<file path="src/rtl/haversine_distance_top_defines.svh">
// assertion macros for the haversine distance block
// used by haversine_distance_top; no other dependencies
`ifndef HAVERSINE_DISTANCE_TOP_DEFINES_SVH
`define HAVERSINE_DISTANCE_TOP_DEFINES_SVH

// same-cycle implication, disabled while reset is asserted
`define HVD_ASSERT_IMP(lbl, clk_s, rstn_s, ante, cons) \
	lbl: assert property (@(posedge clk_s) disable iff (!rstn_s) (ante) |-> (cons)) \
	else $error("haversine distance check failed");

// next-cycle implication, disabled while reset is asserted
`define HVD_ASSERT_NXT(lbl, clk_s, rstn_s, ante, cons) \
	lbl: assert property (@(posedge clk_s) disable iff (!rstn_s) (ante) |=> (cons)) \
	else $error("haversine distance check failed");

`endif

</file>
<file path="src/rtl/hvd_pkg.sv">
// shared constants and elaboration-time tables for the haversine distance block
// no dependencies
`default_nettype none

package hvd_pkg;

	localparam int ANGLE_FRACTION_BITS_DEF = 30;
	localparam int CORDIC_STAGES_DEF       = 32;

	localparam int LAT_W    = 31;
	localparam int LON_W    = 32;
	localparam int RADIUS_W = 24;
	localparam int DIST_W   = 26;
	localparam logic [RADIUS_W-1:0] RADIUS_RESET = 24'd6371000;
	localparam logic [DIST_W-1:0]   DIST_MAX     = {DIST_W{1'b1}};

	// angle difference in units of 5e-8 degree
	localparam int ANG_IN_W = 34;
	// folded angle, at most a quarter turn
	localparam int FOLD_W   = 31;

	localparam logic [ANG_IN_W-1:0] FULL_TURN    = 34'd7200000000;
	localparam logic [ANG_IN_W-1:0] HALF_TURN    = 34'd3600000000;
	localparam logic [ANG_IN_W-1:0] QUARTER_TURN = 34'd1800000000;

	localparam logic [63:0] PI_Q62 = 64'hC90FDAA22168C235;

	// pi / 3.6e9 in units of 2^-78
	localparam logic [63:0] RAD_Q = PI_Q62 / 64'd3600000000;
	localparam logic [63:0] RAD_R = PI_Q62 % 64'd3600000000;
	localparam logic [63:0] RAD_SCALE =
		(RAD_Q << 16) + ((RAD_R << 16) + 64'd1800000000) / 64'd3600000000;
	localparam int RAD_W     = 48;
	localparam int RAD_SPLIT = 24;
	localparam logic [RAD_SPLIT-1:0]       RAD_LO = RAD_SCALE[RAD_SPLIT-1:0];
	localparam logic [RAD_W-RAD_SPLIT-1:0] RAD_HI = RAD_SCALE[RAD_W-1:RAD_SPLIT];

	// gain correction split point
	localparam int K2_LO_W = 31;
	localparam int K2_HI_W = 30;

	// unsigned quotient by shift and subtract, elaboration only
	function automatic logic [63:0] quot_u64(input logic [63:0] num, input logic [63:0] den);
		logic [63:0] quo;
		logic [64:0] rem;
		int b;
		quo = '0;
		rem = '0;
		for (b = 63; b >= 0; b--) begin
			rem = {rem[63:0], num[b]};
			if (rem >= {1'b0, den}) begin
				rem    = rem - {1'b0, den};
				quo[b] = 1'b1;
			end
		end
		return quo;
	endfunction

	// step angle atan(2^-i) in Q(fb), built from a truncated series in Q0.62
	function automatic logic [63:0] atan_q(input int i, input int fb);
		logic [63:0] acc;
		logic [63:0] term;
		int k;
		acc = 64'd0;
		if (i == 0) begin
			acc = PI_Q62 >> 2;
		end else begin
			for (k = 0; i * (2 * k + 1) <= 62; k++) begin
				term = quot_u64((64'd1 << 62) >> (i * (2 * k + 1)), 64'(2 * k + 1));
				if (k[0]) begin
					acc = acc - term;
				end else begin
					acc = acc + term;
				end
			end
		end
		return (acc + (64'd1 << (61 - fb))) >> (62 - fb);
	endfunction

	// inverse squared cordic gain in Q0.62
	function automatic logic [63:0] gain_sq(input int stages);
		logic [63:0] k;
		int i;
		k = 64'd1 << 61;
		for (i = 1; i < stages && 2 * i <= 61; i++) begin
			k = k - quot_u64(k, (64'd1 << (2 * i)) + 64'd1);
		end
		return k;
	endfunction

endpackage

`default_nettype wire

</file>
<file path="src/rtl/hvd_sqrt_cell.sv">
// one bit of a restoring square root, remainder form
// depends on hvd_pkg
`default_nettype none

module hvd_sqrt_cell import hvd_pkg::*; #(
	parameter int W  = 2 * ANGLE_FRACTION_BITS_DEF + 2,
	parameter int RW = ANGLE_FRACTION_BITS_DEF + 1,
	parameter int B  = 0
) (
	input  logic          clk,
	input  logic          en,
	input  logic [W-1:0]  rem_i,
	input  logic [RW-1:0] res_i,
	output logic [W-1:0]  rem_o,
	output logic [RW-1:0] res_o
);

	logic [W-1:0]  rem_s1;
	logic [RW-1:0] res_s1;
	logic [W-1:0]  trial;

	// (res + 2^b)^2 - res^2
	assign trial = (W'(res_i) << (B + 1)) + (W'(1) << (2 * B));

	always_ff @(posedge clk) begin
		if (en) begin
			if (trial <= rem_i) begin
				rem_s1 <= rem_i - trial;
				res_s1 <= res_i | (RW'(1) << B);
			end else begin
				rem_s1 <= rem_i;
				res_s1 <= res_i;
			end
		end
	end

	assign rem_o = rem_s1;
	assign res_o = res_s1;

endmodule

`default_nettype wire

</file>
<file path="config.mk">
export PLATFORM = sky130hd
export DESIGN_NAME = hvd_sqrt_cell
export DESIGN_NICKNAME = d
export VERILOG_FILES = /design/src/rtl/haversine_distance_top_defines.svh /design/src/rtl/hvd_pkg.sv /design/src/rtl/hvd_sqrt_cell.sv
export SDC_FILE = /design/constraint.sdc
export NUM_CORES = 1
export LEC_CHECK = 0
export BUFFER_PORTS_ARGS = -buffer_cell sky130_fd_sc_hd__buf_2
export CORE_MARGIN = 2
export CORE_UTILIZATION = 45
export DETAILED_ROUTE_END_ITERATION = 12
export PLACE_DENSITY = 0.72
export SLEW_MARGIN = 30
export SYNTH_ARGS = -nofsm -noshare
export SYNTH_HDL_FRONTEND = slang
export SYNTH_SLANG_ARGS = --single-unit
</file>
<file path="constraint.sdc">
create_clock -name clk -period 4.37 [get_ports clk]
set_clock_uncertainty 0.2 [all_clocks]
set_input_delay 1.0925 -clock clk [delete_from_list [all_inputs] [get_ports clk]]
set_output_delay 1.0925 -clock clk [all_outputs]
set_load 0.05 [all_outputs]
</file>
==> qor.txt <==
First-pass GRT wire length - 25100 um
Flops & latches, synth - 93
EDFF count, synth - 93
Total CTS buffers - 9
Startpoint Class - primary input
Post-Layout Cell Count - 964
Power Dens Cells - 372 mW/mm^2
Period utilisation layout - 91.5%
Max-cap violations - 0
Final antenna-violating net count - 0
Status - completed
Asr flop ratio synth - 0%
Die area - 0.0141 sq mm
Endpoints failing setup - 0
Initial antenna violation count - 1
Mapped Cells - 583
Num rows - 41
CP max-delay cell - nor3_1
FMAX - 0.250 GHz
Initial Util - 46.5%
Peak VDD IR - 0.000238 V
Worst hold path class - in -> reg
Post-place instance area - 0.00722 sq mm
PortBufs - 187
Synth area leader - edfxtp_1
Drt pass-1 iters - 5
Slew @ Worst Pin - 0.608 ns
Nets - 916
Most used cell, CP - buf_4
DRT iter0 DRCs - 269
Worst path cell trace - buf_2 > inv_1 > ha_1 > o211ai_1 > nor2_1 > o311ai_0 > buf_4 > and3_1 > nor3_1 > a41oi_1 > buf_4 > and3b_1 > xor2_1
Setup bufs post-CTS - 0
Core area - 0.0128 sq mm
Max incr delay on CP - 0.52 ns
Critical Path RT - 4.27 ns
Post-CTS Resized - 0
Slew HR - 59.2%
Most used DFF post-synth - edfxtp_1
Area growth syn-to-layout - 26.2%
Syn_nets - 711
WL/cell - 16.3 um
Inserted Diodes - 0
RD Place Congestion - 0.879
Vias post-DR - 5104
Largest net degree at the start of global routing - 53
Crit Path Max Fanout - 5
Setup crit end kind - register
# H-tree levels - 3
Vias in the first global route - 5147
Critical path buffers and inverters - 4
Layout cells sized above 1 - 30.3%
PnR worst setup slack - 0.373 ns
WS Path Type - in -> reg
Clk sink count - 93
Syn Area/Cell - 10.2 sq um
Root Buffer - clkbuf_16
Routed wire length - 15700 um
Area of the mapped netlist - 0.00594 sq mm
Fin crit period - 4.00 ns
Via density - 5.29
Total GRT Usage - 22.4%
Die width - 119 um
Clk buf depth - 2
Sequential area share after synthesis - 47.0%
Residual DRC - 0
Dpl ws - 0.0752 ns
CTS tree - done
Hpwl dp - 12500 um
Clk pin slew, worst setup/hold paths - 0.06 ns
Synth cell types - 59
Hold_buf cts - 0
Largest cells by area after synthesis - edfxtp_1, ha_1, xnor2_1
CP arrival - 3.90 ns
RSZ-0062 raised after global routing - false
Yosys warning count - 0
Slew Limit Fails - 0
Placed Cells incl. Taps - 949
Yosys top cell area share - 47.0%
Total power - 2790 uW
IO Pins - 188
Grt total ovfl - 0
P_leak - 0.00314 uW
Fin area - 0.00750 sq mm
CP top delay family - simple AND/OR/NAND/NOR gates
Setup TNS - 0 ns
Final Hold Viols - 0
Die Span Y - 119 um
metal layers:
metal	wire (um)	up-vias	GRT usage, %
met5	16	-	0
li1	-	2545	-
met3	821	30	4.45
met2	7640	174	37.9
met1	6890	2353	28.1
met4	360	2	8.78
state kept, by name (all words and copies together) (netlist names):
register  cells
res_o        31
rem_o        62
per-stage QoR:
step | hold slack [ns] | utilization (%)
floorplan | 0.991 | -
global placement | 1.09 | 56.5
detailed placement | 1.08 | 56.5
CTS | 0.722 | 58.7
global route | 0.727 | 58.7
finish | 0.731 | 58.7
power breakdown:
group | switching (uW) | internal, uW
logic | 644 | 258
registers | 23.9 | 1100
clock network | 322 | 437
area by class of cell:
class / instances / area (sq um)
timing repair buffer: 212 / 1160
inverter: 35 / 131
tap: 172 / 215
multi-input combinational: 437 / 2910
clock buffer: 10 / 229
fill: 1071 / 5280
clock inverter: 5 / 52.6
sequential: 93 / 2790
kinds of logic after synthesis:
logic type,synth area share (%)
AND/OR/NAND/NOR,19.2
AO/OA/AOI/OAI,14.1
flip-flops,47.0
XOR/XNOR,8.70
buffers and inverters,3.92
adder cells (fa/ha/maj),7.08
cell usage in the layout, fill, tap and decap left out, types with 6 or more instances in the layout:
| cell type | Yosys | final |
|---|---|---|
| a21o_1 | 9 | 9 |
| a21oi_1 | 39 | 39 |
| and3_1 | 6 | 6 |
| buf_2 | 0 | 186 |
| buf_4 | 5 | 23 |
| clkbuf_16 | 0 | 9 |
| edfxtp_1 | 93 | 93 |
| ha_1 | 32 | 32 |
| inv_1 | 35 | 35 |
| nand2_1 | 72 | 72 |
| nand2b_1 | 9 | 9 |
| nand3_1 | 11 | 11 |
| nand4_1 | 8 | 8 |
| nand4b_1 | 7 | 7 |
| nor2_1 | 34 | 34 |
| nor3_1 | 15 | 15 |
| nor4_1 | 9 | 9 |
| o21a_1 | 6 | 6 |
| o21ai_0 | 50 | 50 |
| or3_1 | 7 | 7 |
| xnor2_1 | 34 | 34 |
| xor2_1 | 25 | 25 |
worst paths after layout:
path  depth (start not counted)      from  slack [ns]   endpoint
min                           1  res_i[9]        0.73   res_o[9]
max                          13  res_i[3]        0.37  rem_o[47]
cells in the mapped netlist, drive strengths merged (4+ instances only):
library cell  number
or3                8
edfxtp            93
nor3              15
xnor2             34
nand3             11
xor2              25
nand2             72
a31oi              5
buf                8
a21oi             39
o21ai             53
a21o               9
ha                32
nor4              10
o31ai              4
nand4b             7
nand2b             9
nor2              34
o21a               6
and3               6
inv               35
a21boi             4
clkbuf            10
or4                4
nand4              8
Power figures use the tool's default switching activity.
