File: src/rtl/haversine_distance_top_defines.svh
// assertion macros for the haversine distance block
// used by haversine_distance_top; no other dependencies
`ifndef HAVERSINE_DISTANCE_TOP_DEFINES_SVH
`define HAVERSINE_DISTANCE_TOP_DEFINES_SVH

// same-cycle implication, disabled while reset is asserted
`define HVD_ASSERT_IMP(lbl, clk_s, rstn_s, ante, cons) \
	lbl: assert property (@(posedge clk_s) disable iff (!rstn_s) (ante) |-> (cons)) \
	else $error("haversine distance check failed");

// next-cycle implication, disabled while reset is asserted
`define HVD_ASSERT_NXT(lbl, clk_s, rstn_s, ante, cons) \
	lbl: assert property (@(posedge clk_s) disable iff (!rstn_s) (ante) |=> (cons)) \
	else $error("haversine distance check failed");

`endif

File: src/rtl/hvd_pkg.sv
// shared constants and elaboration-time tables for the haversine distance block
// no dependencies
`default_nettype none

package hvd_pkg;

	localparam int ANGLE_FRACTION_BITS_DEF = 30;
	localparam int CORDIC_STAGES_DEF       = 32;

	localparam int LAT_W    = 31;
	localparam int LON_W    = 32;
	localparam int RADIUS_W = 24;
	localparam int DIST_W   = 26;
	localparam logic [RADIUS_W-1:0] RADIUS_RESET = 24'd6371000;
	localparam logic [DIST_W-1:0]   DIST_MAX     = {DIST_W{1'b1}};

	// angle difference in units of 5e-8 degree
	localparam int ANG_IN_W = 34;
	// folded angle, at most a quarter turn
	localparam int FOLD_W   = 31;

	localparam logic [ANG_IN_W-1:0] FULL_TURN    = 34'd7200000000;
	localparam logic [ANG_IN_W-1:0] HALF_TURN    = 34'd3600000000;
	localparam logic [ANG_IN_W-1:0] QUARTER_TURN = 34'd1800000000;

	localparam logic [63:0] PI_Q62 = 64'hC90FDAA22168C235;

	// pi / 3.6e9 in units of 2^-78
	localparam logic [63:0] RAD_Q = PI_Q62 / 64'd3600000000;
	localparam logic [63:0] RAD_R = PI_Q62 % 64'd3600000000;
	localparam logic [63:0] RAD_SCALE =
		(RAD_Q << 16) + ((RAD_R << 16) + 64'd1800000000) / 64'd3600000000;
	localparam int RAD_W     = 48;
	localparam int RAD_SPLIT = 24;
	localparam logic [RAD_SPLIT-1:0]       RAD_LO = RAD_SCALE[RAD_SPLIT-1:0];
	localparam logic [RAD_W-RAD_SPLIT-1:0] RAD_HI = RAD_SCALE[RAD_W-1:RAD_SPLIT];

	// gain correction split point
	localparam int K2_LO_W = 31;
	localparam int K2_HI_W = 30;

	// unsigned quotient by shift and subtract, elaboration only
	function automatic logic [63:0] quot_u64(input logic [63:0] num, input logic [63:0] den);
		logic [63:0] quo;
		logic [64:0] rem;
		int b;
		quo = '0;
		rem = '0;
		for (b = 63; b >= 0; b--) begin
			rem = {rem[63:0], num[b]};
			if (rem >= {1'b0, den}) begin
				rem    = rem - {1'b0, den};
				quo[b] = 1'b1;
			end
		end
		return quo;
	endfunction

	// step angle atan(2^-i) in Q(fb), built from a truncated series in Q0.62
	function automatic logic [63:0] atan_q(input int i, input int fb);
		logic [63:0] acc;
		logic [63:0] term;
		int k;
		acc = 64'd0;
		if (i == 0) begin
			acc = PI_Q62 >> 2;
		end else begin
			for (k = 0; i * (2 * k + 1) <= 62; k++) begin
				term = quot_u64((64'd1 << 62) >> (i * (2 * k + 1)), 64'(2 * k + 1));
				if (k[0]) begin
					acc = acc - term;
				end else begin
					acc = acc + term;
				end
			end
		end
		return (acc + (64'd1 << (61 - fb))) >> (62 - fb);
	endfunction

	// inverse squared cordic gain in Q0.62
	function automatic logic [63:0] gain_sq(input int stages);
		logic [63:0] k;
		int i;
		k = 64'd1 << 61;
		for (i = 1; i < stages && 2 * i <= 61; i++) begin
			k = k - quot_u64(k, (64'd1 << (2 * i)) + 64'd1);
		end
		return k;
	endfunction

endpackage

`default_nettype wire

File: src/rtl/hvd_fold.sv
// angle reduction: wraps, folds to a quarter turn and scales to fixed-point radians
// depends on hvd_pkg
`default_nettype none

module hvd_fold import hvd_pkg::*; #(
	parameter int FB = ANGLE_FRACTION_BITS_DEF
) (
	input  logic                       clk,
	input  logic                       en,
	input  logic signed [ANG_IN_W-1:0] ang,
	output logic signed [FB+2:0]       z,
	output logic                       neg
);

	localparam int SH    = 78 - FB;
	localparam int PH_W  = FOLD_W + RAD_W - RAD_SPLIT;
	localparam int PL_W  = FOLD_W + RAD_SPLIT;
	localparam int SUM_W = FOLD_W + RAD_W + 1;

	logic signed [ANG_IN_W-1:0] ang_s1;
	logic [ANG_IN_W-2:0]        mag_s2;
	logic [ANG_IN_W-3:0]        half_s3;
	logic [FOLD_W-1:0]          quad_s4;
	logic                       neg_s4, neg_s5, neg_s6;
	logic [PH_W-1:0]            ph_s5;
	logic [PL_W-1:0]            pl_s5;
	logic signed [FB+2:0]       z_s6;

	logic [ANG_IN_W-1:0] abs_v;
	logic [ANG_IN_W-1:0] mod_v;
	logic [ANG_IN_W-1:0] mag_x;
	logic [ANG_IN_W-1:0] half_x;
	logic [SUM_W-1:0]    sum_v;

	assign abs_v  = ang_s1[ANG_IN_W-1] ? ANG_IN_W'(-ang_s1) : ANG_IN_W'(ang_s1);
	assign mod_v  = (abs_v >= FULL_TURN) ? abs_v - FULL_TURN : abs_v;
	assign mag_x  = ANG_IN_W'(mag_s2);
	assign half_x = ANG_IN_W'(half_s3);
	assign sum_v  = (SUM_W'(ph_s5) << RAD_SPLIT) + SUM_W'(pl_s5) + (SUM_W'(1) << (SH - 1));

	always_ff @(posedge clk) begin
		if (en) begin
			ang_s1 <= ang;
			mag_s2 <= (ANG_IN_W-1)'(mod_v);
			// past half a turn, mirror back
			half_s3 <= (mag_x > HALF_TURN) ? (ANG_IN_W-2)'(FULL_TURN - mag_x)
				: (ANG_IN_W-2)'(mag_x);
			// past a quarter turn, mirror and flip the cosine
			if (half_x > QUARTER_TURN) begin
				quad_s4 <= FOLD_W'(HALF_TURN - half_x);
				neg_s4  <= 1'b1;
			end else begin
				quad_s4 <= FOLD_W'(half_x);
				neg_s4  <= 1'b0;
			end
			ph_s5  <= PH_W'(quad_s4) * PH_W'(RAD_HI);
			pl_s5  <= PL_W'(quad_s4) * PL_W'(RAD_LO);
			neg_s5 <= neg_s4;
			z_s6   <= signed'((FB+3)'(sum_v >> SH));
			neg_s6 <= neg_s5;
		end
	end

	assign z   = z_s6;
	assign neg = neg_s6;

endmodule

`default_nettype wire

File: config.mk
export PLATFORM = sky130hd
export DESIGN_NAME = hvd_fold
export DESIGN_NICKNAME = d
export VERILOG_FILES = /design/src/rtl/haversine_distance_top_defines.svh /design/src/rtl/hvd_pkg.sv /design/src/rtl/hvd_fold.sv
export SDC_FILE = /design/constraint.sdc
export NUM_CORES = 2
export LEC_CHECK = 0
export BUFFER_PORTS_ARGS = -buffer_cell sky130_fd_sc_hd__buf_2
export CAP_MARGIN = 40
export CORE_UTILIZATION = 48
export CTS_CLUSTER_DIAMETER = 60
export DETAILED_ROUTE_END_ITERATION = 8
export GPL_ROUTABILITY_DRIVEN = 0
export PLACE_DENSITY = 0.71
export SLEW_MARGIN = 20
export SYNTH_ARGS = -nofsm -noshare
export SYNTH_HDL_FRONTEND = slang
export SYNTH_SLANG_ARGS = --single-unit
File: constraint.sdc
create_clock -name clk -period 7.55 [get_ports clk]
set_clock_uncertainty 0.05 [all_clocks]
set_input_delay 1.1325 -clock clk [delete_from_list [all_inputs] [get_ports clk]]
set_output_delay 1.1325 -clock clk [all_outputs]
set_load 0.02 [all_outputs]
==> metrics.txt <==
status=finished clean; crit path max fanout=5; I/O pin cnt=70; post-route DRC violation count=0; Synth Instances=between 3000 and 4000; DR vias=between 20000 and 25000; post-route insts no fill=roughly 4400; Post-synth EDFFs=242; Hold Path Class=flip-flop to flip-flop; hold_buf cts=0; pin count of the biggest net entering global routing=130; period utilization=0.980; Worst Hold Slack=approximately 0.37 ns; final wirelength=86400 microns; Worst R2R Start=quad_s4[9]; CTS Root Cell=clkbuf_16; initial DRC count=about 1800; Max Slew Vio Count=0; fmax=135 MHz; largest cells by area after synthesis=fa_1, edfxtp_1, ha_1; FF-to-FF End=ph_s5[51]; Hold Path Origin=neg_s5; Total Nets Final=4491; Initial Util=0.489; min Tclk post-route=around 7.4 ns; Area growth, synth to finish=11.6%; total global-route track usage=0.241; antenna violations before repair=0; Std-Cell Rows=97; share of the synthesized area in the top cell type=0.317; Reg clk slew, reported paths=around 0.06 ns; maxcap violations=0; Yosys cell types=about 80; #FFs+latches synth=approximately 240; crit start category=flip-flop; CTS tree=built; Initial DRT Pass Iterations=5; warnings from Yosys=0; Final ANT Viol Nets=0; Die W=between 200 and 300 microns; Core Region=between 70000 and 80000 sq um; number of global-route vias before repair=24200; Register Area=approximately 7300 sq um; WHS Path Cells=0; crit path capture type=flip-flop; CP required=between 7 and 8 ns; Num CTS Buffers=35; ANT cells=0; max_slew headroom=0.417; CTS max path bufs=3; first-pass GRT wire length=between 100000 and 150000 microns; die height=about 270 microns; Vias/cell=about 5.4; Worst Path Arrival=roughly 7.7 ns; Worst Tran Pin Value=0.874 ns; Clock Latency Late Sink=approximately 0.56 ns; final hold violations=0; Post-synth top cells=inv_1, fa_1, ha_1; die area=about 73000 sq um; Mapped Area=between 30000 and 40000 sq um; Yosys top cell by area=fa_1; syn_area_per_cell=10.8 sq um; Hold EP=neg; fillers=roughly 6000; worst reg2reg path depth=21; asr flop ratio synth=0; WS Path Type=flip-flop to flip-flop; Top FF cell, synth=edfxtp_1; RSZ-0062 raised after global routing=true; wire length per cell=just under 20 microns; layout cells sized above 1=0.105; setup violators final=0; TritonCTS Sinks=between 200 and 250; area occupied by multi-input gates=24300 sq um; H-tree levels=2; syn nets=4255; most common cell in the synthesized netlist=inv_1; grt ovf=0; reg2reg setup slack=about 0.15 ns; HPWL after DPL=about 74000 microns; Seq/Total Area, Yosys=0.211; port bufs=between 60 and 70; dpl cells=about 4300
-- cell usage in the layout (no fill, tap or decap), types with 24 or more instances in the layout --
master and n:
a21o_1 48, a21oi_1 104, buf_2 67, buf_4 167, clkbuf_16 35, edfxtp_1 242
fa_1 535, ha_1 480, inv_1 772, nand2_1 97, nand3_1 42, nand4_1 26
nor2_1 102, nor3_1 37, o21a_1 24, o21ai_0 72, xnor2_1 144, xor2_1 68
-- worst max-delay path, stage by stage (launching register included) --
cell      delay, ns
edfxtp_1       0.50
buf_4          0.19
fa_1           0.56
fa_1           0.63
fa_1           0.48
fa_1           0.54
fa_1           0.52
fa_1           0.54
inv_1          0.05
fa_1           0.49
inv_1          0.04
ha_1           0.28
nand4_1        0.15
or3_1          0.37
or4_4          0.52
a21oi_2        0.16
buf_4          0.17
o21ai_0        0.13
o21a_1         0.26
o31ai_2        0.27
a21oi_1        0.12
xnor2_1        0.14
-- sequential cells by signal (all words and copies together), names as in the netlist --
signal   count
z           32
ph_s5       50
neg_s5       1
neg          1
quad_s4     31
neg_s4       1
mag_s2      33
pl_s5       27
ang_s1      34
half_s3     32
-- kinds of logic after synthesis --
group	synth area share
fa+ha+maj	0.496
buf+inv	0.0897
simple gates	0.0673
compound gates	0.0817
flops	0.211
xor+xnor	0.0541
mux	0.000617
other cells	0.000109
-- layer usage --
layer | GRT usage | routed length [microns]
met4 | 0.0882 | 3420
met1 | 0.319 | 35900
met2 | 0.391 | 40700
met5 | 0 | 0
met3 | 0.0465 | 6450
-- final cells by class --
| class | count | area share |
|---|---|---|
| Timing Repair Buffer | 238 | 0.0430 |
| Sequential cell | 242 | 0.189 |
| Multi-Input combinational cell | 2123 | 0.633 |
| Clock inverter | 16 | 0.00475 |
| Tap cell | 940 | 0.0306 |
| Clock buffer | 44 | 0.0237 |
| Inverter | 778 | 0.0759 |
-- worst max path at each step --
stage	depth (start not counted)	start	slack [ns]	to
after detailed placement	25	quad_s4[4]	-0.05	ph_s5[52]
after floorplan	22	quad_s4[0]	0.29	ph_s5[51]
after CTS	24	quad_s4[6]	0.05	pl_s5[53]
after global routing	24	quad_s4[12]	-0.08	ph_s5[52]
after global placement	24	quad_s4[6]	0.12	pl_s5[52]
final	21	quad_s4[9]	0.15	ph_s5[51]
-- metrics by stage --
step           TNS (ns)  utilization  setup slack, ns  area [sq um]
2_1_floorplan         0            -            0.289         34500
3_3_place_gp          0        0.524            0.123         36900
5_1_grt          -0.282        0.545          -0.0837         38500
4_1_cts               0        0.539           0.0481         38000
3_5_place_dp    -0.0597        0.524          -0.0469         36900
6_report              0        0.545            0.149         38500
-- timing repair --
| action | in CTS | in global routing |
|---|---|---|
| gates resized for setup | 2 | 59 |
| pin swaps | 0 | 31 |
| cloned | 0 | 0 |
| setup endpoints to repair | 2 | 23 |
| buffers inserted | 0 | 26 |
Power is left out: the tool's default activity adds up to more than one toggle a clock period on the data nets, which glitch-free logic cannot reach.
