File: src/rtl/haversine_distance_top_defines.svh
// assertion macros for the haversine distance block
// used by haversine_distance_top; no other dependencies
`ifndef HAVERSINE_DISTANCE_TOP_DEFINES_SVH
`define HAVERSINE_DISTANCE_TOP_DEFINES_SVH

// same-cycle implication, disabled while reset is asserted
`define HVD_ASSERT_IMP(lbl, clk_s, rstn_s, ante, cons) \
	lbl: assert property (@(posedge clk_s) disable iff (!rstn_s) (ante) |-> (cons)) \
	else $error("haversine distance check failed");

// next-cycle implication, disabled while reset is asserted
`define HVD_ASSERT_NXT(lbl, clk_s, rstn_s, ante, cons) \
	lbl: assert property (@(posedge clk_s) disable iff (!rstn_s) (ante) |=> (cons)) \
	else $error("haversine distance check failed");

`endif

File: src/rtl/hvd_pkg.sv
// shared constants and elaboration-time tables for the haversine distance block
// no dependencies
`default_nettype none

package hvd_pkg;

	localparam int ANGLE_FRACTION_BITS_DEF = 30;
	localparam int CORDIC_STAGES_DEF       = 32;

	localparam int LAT_W    = 31;
	localparam int LON_W    = 32;
	localparam int RADIUS_W = 24;
	localparam int DIST_W   = 26;
	localparam logic [RADIUS_W-1:0] RADIUS_RESET = 24'd6371000;
	localparam logic [DIST_W-1:0]   DIST_MAX     = {DIST_W{1'b1}};

	// angle difference in units of 5e-8 degree
	localparam int ANG_IN_W = 34;
	// folded angle, at most a quarter turn
	localparam int FOLD_W   = 31;

	localparam logic [ANG_IN_W-1:0] FULL_TURN    = 34'd7200000000;
	localparam logic [ANG_IN_W-1:0] HALF_TURN    = 34'd3600000000;
	localparam logic [ANG_IN_W-1:0] QUARTER_TURN = 34'd1800000000;

	localparam logic [63:0] PI_Q62 = 64'hC90FDAA22168C235;

	// pi / 3.6e9 in units of 2^-78
	localparam logic [63:0] RAD_Q = PI_Q62 / 64'd3600000000;
	localparam logic [63:0] RAD_R = PI_Q62 % 64'd3600000000;
	localparam logic [63:0] RAD_SCALE =
		(RAD_Q << 16) + ((RAD_R << 16) + 64'd1800000000) / 64'd3600000000;
	localparam int RAD_W     = 48;
	localparam int RAD_SPLIT = 24;
	localparam logic [RAD_SPLIT-1:0]       RAD_LO = RAD_SCALE[RAD_SPLIT-1:0];
	localparam logic [RAD_W-RAD_SPLIT-1:0] RAD_HI = RAD_SCALE[RAD_W-1:RAD_SPLIT];

	// gain correction split point
	localparam int K2_LO_W = 31;
	localparam int K2_HI_W = 30;

	// unsigned quotient by shift and subtract, elaboration only
	function automatic logic [63:0] quot_u64(input logic [63:0] num, input logic [63:0] den);
		logic [63:0] quo;
		logic [64:0] rem;
		int b;
		quo = '0;
		rem = '0;
		for (b = 63; b >= 0; b--) begin
			rem = {rem[63:0], num[b]};
			if (rem >= {1'b0, den}) begin
				rem    = rem - {1'b0, den};
				quo[b] = 1'b1;
			end
		end
		return quo;
	endfunction

	// step angle atan(2^-i) in Q(fb), built from a truncated series in Q0.62
	function automatic logic [63:0] atan_q(input int i, input int fb);
		logic [63:0] acc;
		logic [63:0] term;
		int k;
		acc = 64'd0;
		if (i == 0) begin
			acc = PI_Q62 >> 2;
		end else begin
			for (k = 0; i * (2 * k + 1) <= 62; k++) begin
				term = quot_u64((64'd1 << 62) >> (i * (2 * k + 1)), 64'(2 * k + 1));
				if (k[0]) begin
					acc = acc - term;
				end else begin
					acc = acc + term;
				end
			end
		end
		return (acc + (64'd1 << (61 - fb))) >> (62 - fb);
	endfunction

	// inverse squared cordic gain in Q0.62
	function automatic logic [63:0] gain_sq(input int stages);
		logic [63:0] k;
		int i;
		k = 64'd1 << 61;
		for (i = 1; i < stages && 2 * i <= 61; i++) begin
			k = k - quot_u64(k, (64'd1 << (2 * i)) + 64'd1);
		end
		return k;
	endfunction

endpackage

`default_nettype wire

File: src/rtl/hvd_cordic_cell.sv
// one cordic micro-rotation, rotation or vectoring mode
// depends on hvd_pkg
`default_nettype none

module hvd_cordic_cell import hvd_pkg::*; #(
	parameter int              W      = ANGLE_FRACTION_BITS_DEF + 3,
	parameter int              SHIFT  = 0,
	parameter logic [W-1:0]    ATAN   = '0,
	parameter bit              VECTOR = 1'b0
) (
	input  logic                clk,
	input  logic                en,
	input  logic signed [W-1:0] x_i,
	input  logic signed [W-1:0] y_i,
	input  logic signed [W-1:0] z_i,
	output logic signed [W-1:0] x_o,
	output logic signed [W-1:0] y_o,
	output logic signed [W-1:0] z_o
);

	logic signed [W-1:0] x_s1, y_s1, z_s1;
	logic signed [W-1:0] xs, ys, at;
	logic                ccw;

	assign xs  = x_i >>> SHIFT;
	assign ys  = y_i >>> SHIFT;
	assign at  = signed'(ATAN);
	// vectoring drives y to zero, rotation drives z to zero
	assign ccw = VECTOR ? y_i[W-1] : !z_i[W-1];

	always_ff @(posedge clk) begin
		if (en) begin
			if (ccw) begin
				x_s1 <= x_i - ys;
				y_s1 <= y_i + xs;
				z_s1 <= z_i - at;
			end else begin
				x_s1 <= x_i + ys;
				y_s1 <= y_i - xs;
				z_s1 <= z_i + at;
			end
		end
	end

	assign x_o = x_s1;
	assign y_o = y_s1;
	assign z_o = z_s1;

endmodule

`default_nettype wire

File: config.mk
export PLATFORM = sky130hd
export DESIGN_NAME = hvd_cordic_cell
export DESIGN_NICKNAME = d
export VERILOG_FILES = /design/src/rtl/haversine_distance_top_defines.svh /design/src/rtl/hvd_pkg.sv /design/src/rtl/hvd_cordic_cell.sv
export SDC_FILE = /design/constraint.sdc
export NUM_CORES = 1
export LEC_CHECK = 0
export BUFFER_PORTS_ARGS = -buffer_cell sky130_fd_sc_hd__buf_2
export CAP_MARGIN = 30
export CORE_MARGIN = 2
export CORE_UTILIZATION = 53
export CTS_CLUSTER_DIAMETER = 30
export DETAILED_ROUTE_END_ITERATION = 7
export PLACE_DENSITY_LB_ADDON = 0.12
export SYNTH_ARGS = -nofsm -noshare
export SYNTH_HDL_FRONTEND = slang
export SYNTH_SLANG_ARGS = --single-unit
export TNS_END_PERCENT = 30
File: constraint.sdc
create_clock -name clk -period 3.2 [get_ports clk]
set_clock_uncertainty 0.15 [all_clocks]
set_input_delay 0.16 -clock clk [delete_from_list [all_inputs] [get_ports clk]]
set_output_delay 0.16 -clock clk [all_outputs]
set_load 0.1 [all_outputs]
==> impl_table.tex, run 1 <==
\begin{tabular}{lr}
\hline
Metric & Value \\
\hline
\multicolumn{2}{l}{\textbf{Layout}} \\
\quad Storage element area & 2940 um\^{}2 \\
\quad Top library cells by usage in the layout, fill and taps aside & sky130\_fd\_sc\_hd\_\_buf\_2 (198), sky130\_fd\_sc\_hd\_\_a21oi\_1 (111), sky130\_fd\_sc\_hd\_\_edfxtp\_1 (98) \\
\quad Antenna diode count & 0 \\
\quad Area used by multi-input combinational logic & 5070 um\^{}2 \\
\quad Area overhead of the layout relative to synthesis & 27.1\% \\
\quad Fill cell instance count of the final layout & about 1300 \\
\quad Fraction of final layout cells sized beyond drive strength 1 & 0.261 \\
\quad Most common cell after layout, fill and taps aside & sky130\_fd\_sc\_hd\_\_buf\_2 \\
\quad Utilization after layout & 0.688 \\
\quad Post-route non-filler standard cell count & 1445 \\
\quad Layout Nets & between 1000 and 1500 \\
\multicolumn{2}{l}{\textbf{Floorplan}} \\
\quad Starting density of the core & 0.542 \\
\quad Row count & 46 \\
\quad Die area & 17300 um\^{}2 \\
\quad Y dimension of the die & 131 um \\
\quad Horiz. Die Dim & 131 um \\
\quad Core area & 15900 um\^{}2 \\
\quad Number of I/O pins & 200 \\
\multicolumn{2}{l}{\textbf{Setup path}} \\
\quad Worst-path maximum fanout & 4 \\
\quad Crit path required time & 3.16 ns \\
\quad Signal arrival time at the worst endpoint & just under 3 ns \\
\quad Critical path type & input port to flop \\
\quad Critical Path Start Type & input port \\
\quad Capturing element type of the critical path & flop \\
\multicolumn{2}{l}{\textbf{Synth}} \\
\quad Gate count after technology mapping & $\sim$940 \\
\quad Count of unique library cells instantiated by Yosys & 83 \\
\quad Mapped Area & 8610 um\^{}2 \\
\quad Post-synth EDFFs & $\sim$100 \\
\quad Predominant post-synthesis flop cell & sky130\_fd\_sc\_hd\_\_edfxtp\_1 \\
\quad Post-synthesis sequential area ratio & 0.342 \\
\quad Total nets after synthesis & around 1100 \\
\quad Total of warnings raised by yosys & 0 \\
\quad Avg Synthesized Cell Area & between 9 and 10 um\^{}2 \\
\quad Number of register bits inferred by synthesis & 98 \\
\quad Cell taking the most area after synthesis & sky130\_fd\_sc\_hd\_\_edfxtp\_1 \\
\quad Async S/R FF share, synth & 0 \\
\quad Cell types occupying the most area after synthesis & sky130\_fd\_sc\_hd\_\_edfxtp\_1 (34\%), sky130\_fd\_sc\_hd\_\_ha\_1 (14\%), sky130\_fd\_sc\_hd\_\_a21oi\_1 (6.5\%) \\
\quad Fraction of post-synthesis cell area in the top cell type by area & 0.342 \\
\multicolumn{2}{l}{\textbf{Global routing}} \\
\quad Pin count of the biggest net entering global routing & 99 \\
\quad GRT Overall Usage & 0.309 \\
\quad Vias in the first global route & around 8000 \\
\quad Wire length of the first global-routing pass & 42.4 mm \\
\quad Total grt overflow & 0 \\
\quad Initial antenna violation count & 0 \\
\multicolumn{2}{l}{\textbf{CTS}} \\
\quad Clock tree from TritonCTS & built \\
\quad Cts repair resizes & 0 \\
\quad Num CTS Buffers & 9 \\
\quad H-Tree Depth & 3 \\
\quad Buffers from clock root to sink, at most & 2 \\
\quad Number of buffers added for setup after CTS & 0 \\
\quad Number of buffers added to fix hold violations after cts & 33 \\
\quad CTS root buf & sky130\_fd\_sc\_hd\_\_clkbuf\_16 \\
\quad Clock input transition at the sequential cells of the worst setup and hold paths & around 0.08 ns \\
\quad Total number of clock tree sinks & between 90 and 100 \\
\multicolumn{2}{l}{\textbf{Place}} \\
\quad IO Port Bufs & 199 \\
\quad Estimated wirelength of the detail-placed design & just over 20 mm \\
\quad Cells after DPL & 1396 \\
\quad Final RePlAce weighted congestion & 0.943 \\
\multicolumn{2}{l}{\textbf{Hold path}} \\
\quad HP Class & input port to flop \\
\multicolumn{2}{l}{\textbf{Status}} \\
\quad Status & completed \\
\multicolumn{2}{l}{\textbf{Timing}} \\
\quad Actual transition at the worst max-transition pin & 0.646 ns \\
\quad Min Tclk post-route & 2.93 ns \\
\quad Maximum clock frequency & around 340 MHz \\
\quad Hold Worst Slack & 0.0900 ns \\
\quad Total of endpoints with negative setup slack in the final report & 0 \\
\quad Normalized max-slew margin & 0.564 \\
\quad Final hold vios & 0 \\
\quad Count of final max-slew check failures & 0 \\
\quad Unrepaired setup endpoints after global routing & no \\
\quad Setup TNS & 0 ns \\
\quad Part of the cycle the worst path needs & 0.915 \\
\multicolumn{2}{l}{\textbf{Route}} \\
\quad Total wirelength of the detailed-routed design & 26.7 mm \\
\quad First-pass DRT Iterations & 5 \\
\quad Number of remaining DRC errors & 0 \\
\quad Average via count per standard cell & 5.78 \\
\quad Final ANT Viol Nets & 0 \\
\quad First-iteration detailed-routing DRC count & 814 \\
\quad Vias post-DR & between 8000 and 9000 \\
\quad Detail-routed net length per standard cell & 18.5 um \\
\multicolumn{2}{l}{\textbf{Power}} \\
\quad Pwr Total & 5820 uW \\
\quad Power density of the placed cells & 532 nW/um\^{}2 \\
\quad Worst IR Drop VDD & 0.357 mV \\
\quad Leakage Power & 0.00496 uW \\
\multicolumn{2}{l}{\textbf{Job}} \\
\quad Number of violations of the max-capacitance limit & 0 \\
\hline
\end{tabular}
power by group:
part,switching (uW),internal (uW)
registers,51.3,1650
logic,2210,729
clock network,549,632
total,2810,3010
registers in the layout (all words and copies together) (netlist names):
| name | cells |
|---|---|
| z_o | 33 |
| y_o | 32 |
| x_o | 33 |
path summary, 6_finish.rpt:
kind                from       to  slack, ns  cells after the start
setup / recovery  y_i[0]  y_o[32]       0.27                     14
hold / removal    y_i[0]   x_o[0]       0.09                      3
critical path, stage by stage:
cell and delay (ns):
sky130_fd_sc_hd__buf_2 0.12, sky130_fd_sc_hd__inv_1 0.07, sky130_fd_sc_hd__ha_1 0.18, sky130_fd_sc_hd__fa_1 0.19, sky130_fd_sc_hd__and2b_1 0.18, sky130_fd_sc_hd__o21ai_1 0.25
sky130_fd_sc_hd__o31ai_2 0.16, sky130_fd_sc_hd__a211oi_1 0.30, sky130_fd_sc_hd__nor3b_1 0.10, sky130_fd_sc_hd__buf_4 0.16, sky130_fd_sc_hd__a221oi_1 0.52, sky130_fd_sc_hd__o21ai_0 0.18
sky130_fd_sc_hd__a21boi_0 0.25, sky130_fd_sc_hd__xnor2_1 0.08
layer usage:
layer  up-vias  track usage  share of wire
li1       3952            -              -
met1      3903        0.430           0.44
met2       442        0.498           0.45
met3        58       0.0521          0.082
met4         0       0.0851          0.025
met5         -            0              0
Yosys cell counts (14+ instances only):
cell type                    n
sky130_fd_sc_hd__xnor2_1    55
sky130_fd_sc_hd__nor3_1     23
sky130_fd_sc_hd__a21oi_1   111
sky130_fd_sc_hd__edfxtp_1   98
sky130_fd_sc_hd__nand4_1    14
sky130_fd_sc_hd__o21ai_0    47
sky130_fd_sc_hd__clkbuf_1   15
sky130_fd_sc_hd__nand2_1    38
sky130_fd_sc_hd__inv_1      93
sky130_fd_sc_hd__nor2b_1    14
sky130_fd_sc_hd__nor2_1     71
sky130_fd_sc_hd__ha_1       96
sky130_fd_sc_hd__a21o_1     19
sky130_fd_sc_hd__o21bai_1   21
per-stage QoR:
stage	area, um^2	worst slack (ns)
floorplan	8610	0.430
global placement	10300	-0.00492
detailed placement	10300	-0.0218
CTS	10900	0.357
global route	10900	0.0887
finish	10900	0.271
kinds of logic after synthesis:
logic type               after synthesis  synth area share
XOR/XNOR                              63            0.0641
AND/OR/NAND/NOR                      220             0.127
multiplexers                          10            0.0116
adder cells (fa/ha/maj)               99             0.147
flip-flops                            98             0.342
AO/OA/AOI/OAI                        311             0.240
buffers and inverters                143            0.0689
cell type report:
type,instances,share of cell area
multi-input combinational,703,0.464
timing repair buffer,312,0.179
clock buffer,9,0.0206
sequential,98,0.269
tap,216,0.0247
inverter,100,0.0343
clock inverter,7,0.00881
No activity file was read; power rests on OpenSTA's default activity.
==> inputs of run 2 (changes only) <==
CTS_BUF_LIST = sky130_fd_sc_hd__clkbuf_4   (was unset)
==> run 2 against run 1 <==
Worst setup slack got worse by 0.21 ns. Routed wire length about the same. Sequential share of layout area increased by 0.12 points. Design area decreased by 0.45%. Fmax decreased by 6.6%. Critical endpoint unchanged. Via count decreased by 0.79%. Critical path depth decreased by 1. Utilization decreased by 0.31 points. Largest cell class unchanged. First-iteration DRC count decreased by 8.0%. Sequential power about the same. Non-clock buffer count increased by 6. Worst hold slack got worse by 0.053 ns. Critical path type unchanged.
==> impl_table.tex, run 2 (synthesis gave the netlist of run 1 again) <==
\begin{tabular}{lr}
\hline
Metric & Value \\
\hline
\multicolumn{2}{l}{\textbf{Global routing}} \\
\quad Pin count of the biggest net entering global routing & 99 (unchanged) \\
\quad Initial antenna violation count & 1 (was 0) \\
\quad GRT Overall Usage & 0.308 (was 0.309) \\
\quad Vias in the first global route & 7869 (was 7845) \\
\quad Wire length of the first global-routing pass & 42.4 mm (about the same) \\
\quad Total grt overflow & 0 (unchanged) \\
\multicolumn{2}{l}{\textbf{Route}} \\
\quad Detail-routed net length per standard cell & 18.4 um (was 18.5 um) \\
\quad Number of remaining DRC errors & 0 (unchanged) \\
\quad Vias post-DR & 8289 (was 8355) \\
\quad Total wirelength of the detailed-routed design & 26.7 mm (about the same) \\
\quad First-pass DRT Iterations & 6 (was 5) \\
\quad Final ANT Viol Nets & 0 (unchanged) \\
\quad First-iteration detailed-routing DRC count & 749 (was 814) \\
\quad Average via count per standard cell & 5.71 (was 5.78) \\
\multicolumn{2}{l}{\textbf{CTS}} \\
\quad Clock tree from TritonCTS & built (unchanged) \\
\quad Buffers from clock root to sink, at most & 2 (unchanged) \\
\quad Clock input transition at the sequential cells of the worst setup and hold paths & 0.19 ns (was 0.08 ns) \\
\quad Total number of clock tree sinks & 98 (unchanged) \\
\quad CTS root buf & sky130\_fd\_sc\_hd\_\_clkbuf\_4 (was sky130\_fd\_sc\_hd\_\_clkbuf\_16) \\
\quad H-Tree Depth & 3 (unchanged) \\
\quad Num CTS Buffers & 9 (unchanged) \\
\multicolumn{2}{l}{\textbf{Floorplan}} \\
\quad Number of I/O pins & 200 (unchanged) \\
\quad Y dimension of the die & 131 um (unchanged) \\
\quad Core area & 15900 um\^{}2 (unchanged) \\
\quad Row count & 46 (unchanged) \\
\quad Horiz. Die Dim & 131 um (unchanged) \\
\quad Die area & 17300 um\^{}2 (unchanged) \\
\quad Starting density of the core & 0.542 (unchanged) \\
\multicolumn{2}{l}{\textbf{Power}} \\
\quad Leakage Power & 0.00493 uW (was 0.00496 uW) \\
\quad Power density of the placed cells & 498 nW/um\^{}2 (was 532 nW/um\^{}2) \\
\quad Pwr Total & 5420 uW (was 5820 uW) \\
\quad Worst IR Drop VDD & 0.354 mV (was 0.357 mV) \\
\multicolumn{2}{l}{\textbf{Layout}} \\
\quad Fill cell instance count of the final layout & 1345 (was 1335) \\
\quad Fraction of final layout cells sized beyond drive strength 1 & 0.265 (was 0.261) \\
\quad Layout Nets & 1430 (was 1424) \\
\quad Storage element area & 2940 um\^{}2 (unchanged) \\
\quad Top library cells by usage in the layout, fill and taps aside & sky130\_fd\_sc\_hd\_\_buf\_2 (198), sky130\_fd\_sc\_hd\_\_a21oi\_1 (111), sky130\_fd\_sc\_hd\_\_edfxtp\_1 (98) (unchanged) \\
\quad Most common cell after layout, fill and taps aside & sky130\_fd\_sc\_hd\_\_buf\_2 (unchanged) \\
\quad Area overhead of the layout relative to synthesis & 26.5\% (was 27.1\%) \\
\quad Area used by multi-input combinational logic & 5120 um\^{}2 (was 5070 um\^{}2) \\
\multicolumn{2}{l}{\textbf{Place}} \\
\quad Final RePlAce weighted congestion & 0.943 (unchanged) \\
\quad Estimated wirelength of the detail-placed design & 20.2 mm (unchanged) \\
\quad IO Port Bufs & 199 (unchanged) \\
\multicolumn{2}{l}{\textbf{Hold path}} \\
\quad Hold Path Origin & en (was y\_i[0]) \\
\quad HP Class & input port to flop (unchanged) \\
\multicolumn{2}{l}{\textbf{Setup path}} \\
\quad Critical path cell sequence & dlygate4sd3\_1 -> buf\_2 -> ha\_1 -> fa\_2 -> nor2b\_1 -> o311a\_1 -> o221a\_4 -> o21ai\_4 -> nand4\_1 -> a211oi\_2 -> o21ai\_0 -> a21boi\_0 -> xnor2\_1 (was buf\_2 -> inv\_1 -> ha\_1 -> fa\_1 -> and2b\_1 -> o21ai\_1 -> o31ai\_2 -> a211oi\_1 -> nor3b\_1 -> buf\_4 -> a221oi\_1 -> o21ai\_0 -> a21boi\_0 -> xnor2\_1) \\
\quad Critical Path Start Type & input port (unchanged) \\
\quad Largest stage delay, worst path & 0.54 ns (was 0.52 ns) \\
\quad Capturing element type of the critical path & flop (unchanged) \\
\quad Max stage delay cell, worst path & sky130\_fd\_sc\_hd\_\_dlygate4sd3\_1 (was sky130\_fd\_sc\_hd\_\_a221oi\_1) \\
\quad Signal arrival time at the worst endpoint & 3.28 ns (was 2.89 ns) \\
\quad Worst-path maximum fanout & 3 (was 4) \\
\quad Crit path from & y\_i[0] (unchanged) \\
\quad Buf+Inv Stages, Crit Path & 2 (was 3) \\
\quad Critical path type & input port to flop (unchanged) \\
\quad Crit path required time & 3.35 ns (was 3.16 ns) \\
\quad Crit-path leading delay family & compound AO/OA/AOI/OAI gates (unchanged) \\
\multicolumn{2}{l}{\textbf{Timing}} \\
\quad Maximum clock frequency & 319 MHz (was 341 MHz) \\
\quad Min Tclk post-route & 3.14 ns (was 2.93 ns) \\
\quad Hold Worst Slack & 0.0369 ns (was 0.0900 ns) \\
\quad Final hold vios & 0 (unchanged) \\
\quad Total of endpoints with negative setup slack in the final report & 0 (unchanged) \\
\quad Part of the cycle the worst path needs & 0.980 (was 0.915) \\
\quad Normalized max-slew margin & 0.595 (was 0.564) \\
\quad Actual transition at the worst max-transition pin & 0.599 ns (was 0.646 ns) \\
\quad Count of final max-slew check failures & 0 (unchanged) \\
\multicolumn{2}{l}{\textbf{Status}} \\
\quad Status & completed (unchanged) \\
\multicolumn{2}{l}{\textbf{Job}} \\
\quad Number of violations of the max-capacitance limit & 0 (unchanged) \\
\hline
\end{tabular}
==> run 2: changes by cell type in the layout (fill, tap and decap cells not counted), sizes merged <==
cell / before / now
buf: 279 / 281
diode: 0 / 1
dlygate4sd3: 33 / 37
==> run 2: repair_timing <==
action / CTS / global route
gates resized for setup: 0 / 9
setup endpoints to repair: 0 / 14
hold endpoints to repair: 36 / 0
hold buffers: 37 / 0
setup buffers: 0 / 2
==> run 2: path summary, 6_finish.rpt <==
check,cells after the start,to
worst max-delay path,13,y_o[32]
worst min-delay path,2,x_o[14]
==> run 2: area by class of cell <==
cell class	instances	area share
Antenna cell	1	0.000230
Clock buffer	9	0.00621
Tap cell	216	0.0248
Multi-Input combinational cell	703	0.471
Inverter	100	0.0345
Timing Repair Buffer	318	0.185
Sequential cell	98	0.270
Clock inverter	7	0.00885
==> run 2: per-stage QoR <==
| step | std cells | TNS, ns | instance area [um^2] | setup WS [ns] | util |
|---|---|---|---|---|---|
| after floorplan | 944 | 0 | 8610 | 0.430 | - |
| after global placement | 1396 | -0.00492 | 10300 | -0.00492 | 0.647 |
| after detailed placement | 1396 | -0.0349 | 10300 | -0.0218 | 0.647 |
| after CTS | 1449 | 0 | 10800 | 0.0104 | 0.681 |
| after global routing | 1452 | -0.0158 | 10900 | -0.0158 | 0.685 |
| final | 1452 | 0 | 10900 | 0.0643 | 0.685 |
==> run 2: power by group <==
part,internal [uW],switching [uW]
combinational,741,2220
clock,262,506
sequential,1650,49.6
==> run 2: per-layer routing <==
metal / GRT usage / wire (um)
met1: 0.429 / 12000
met2: 0.494 / 12000
met3: 0.0471 / 2090
met4: 0.0948 / 660
met5: 0 / 0
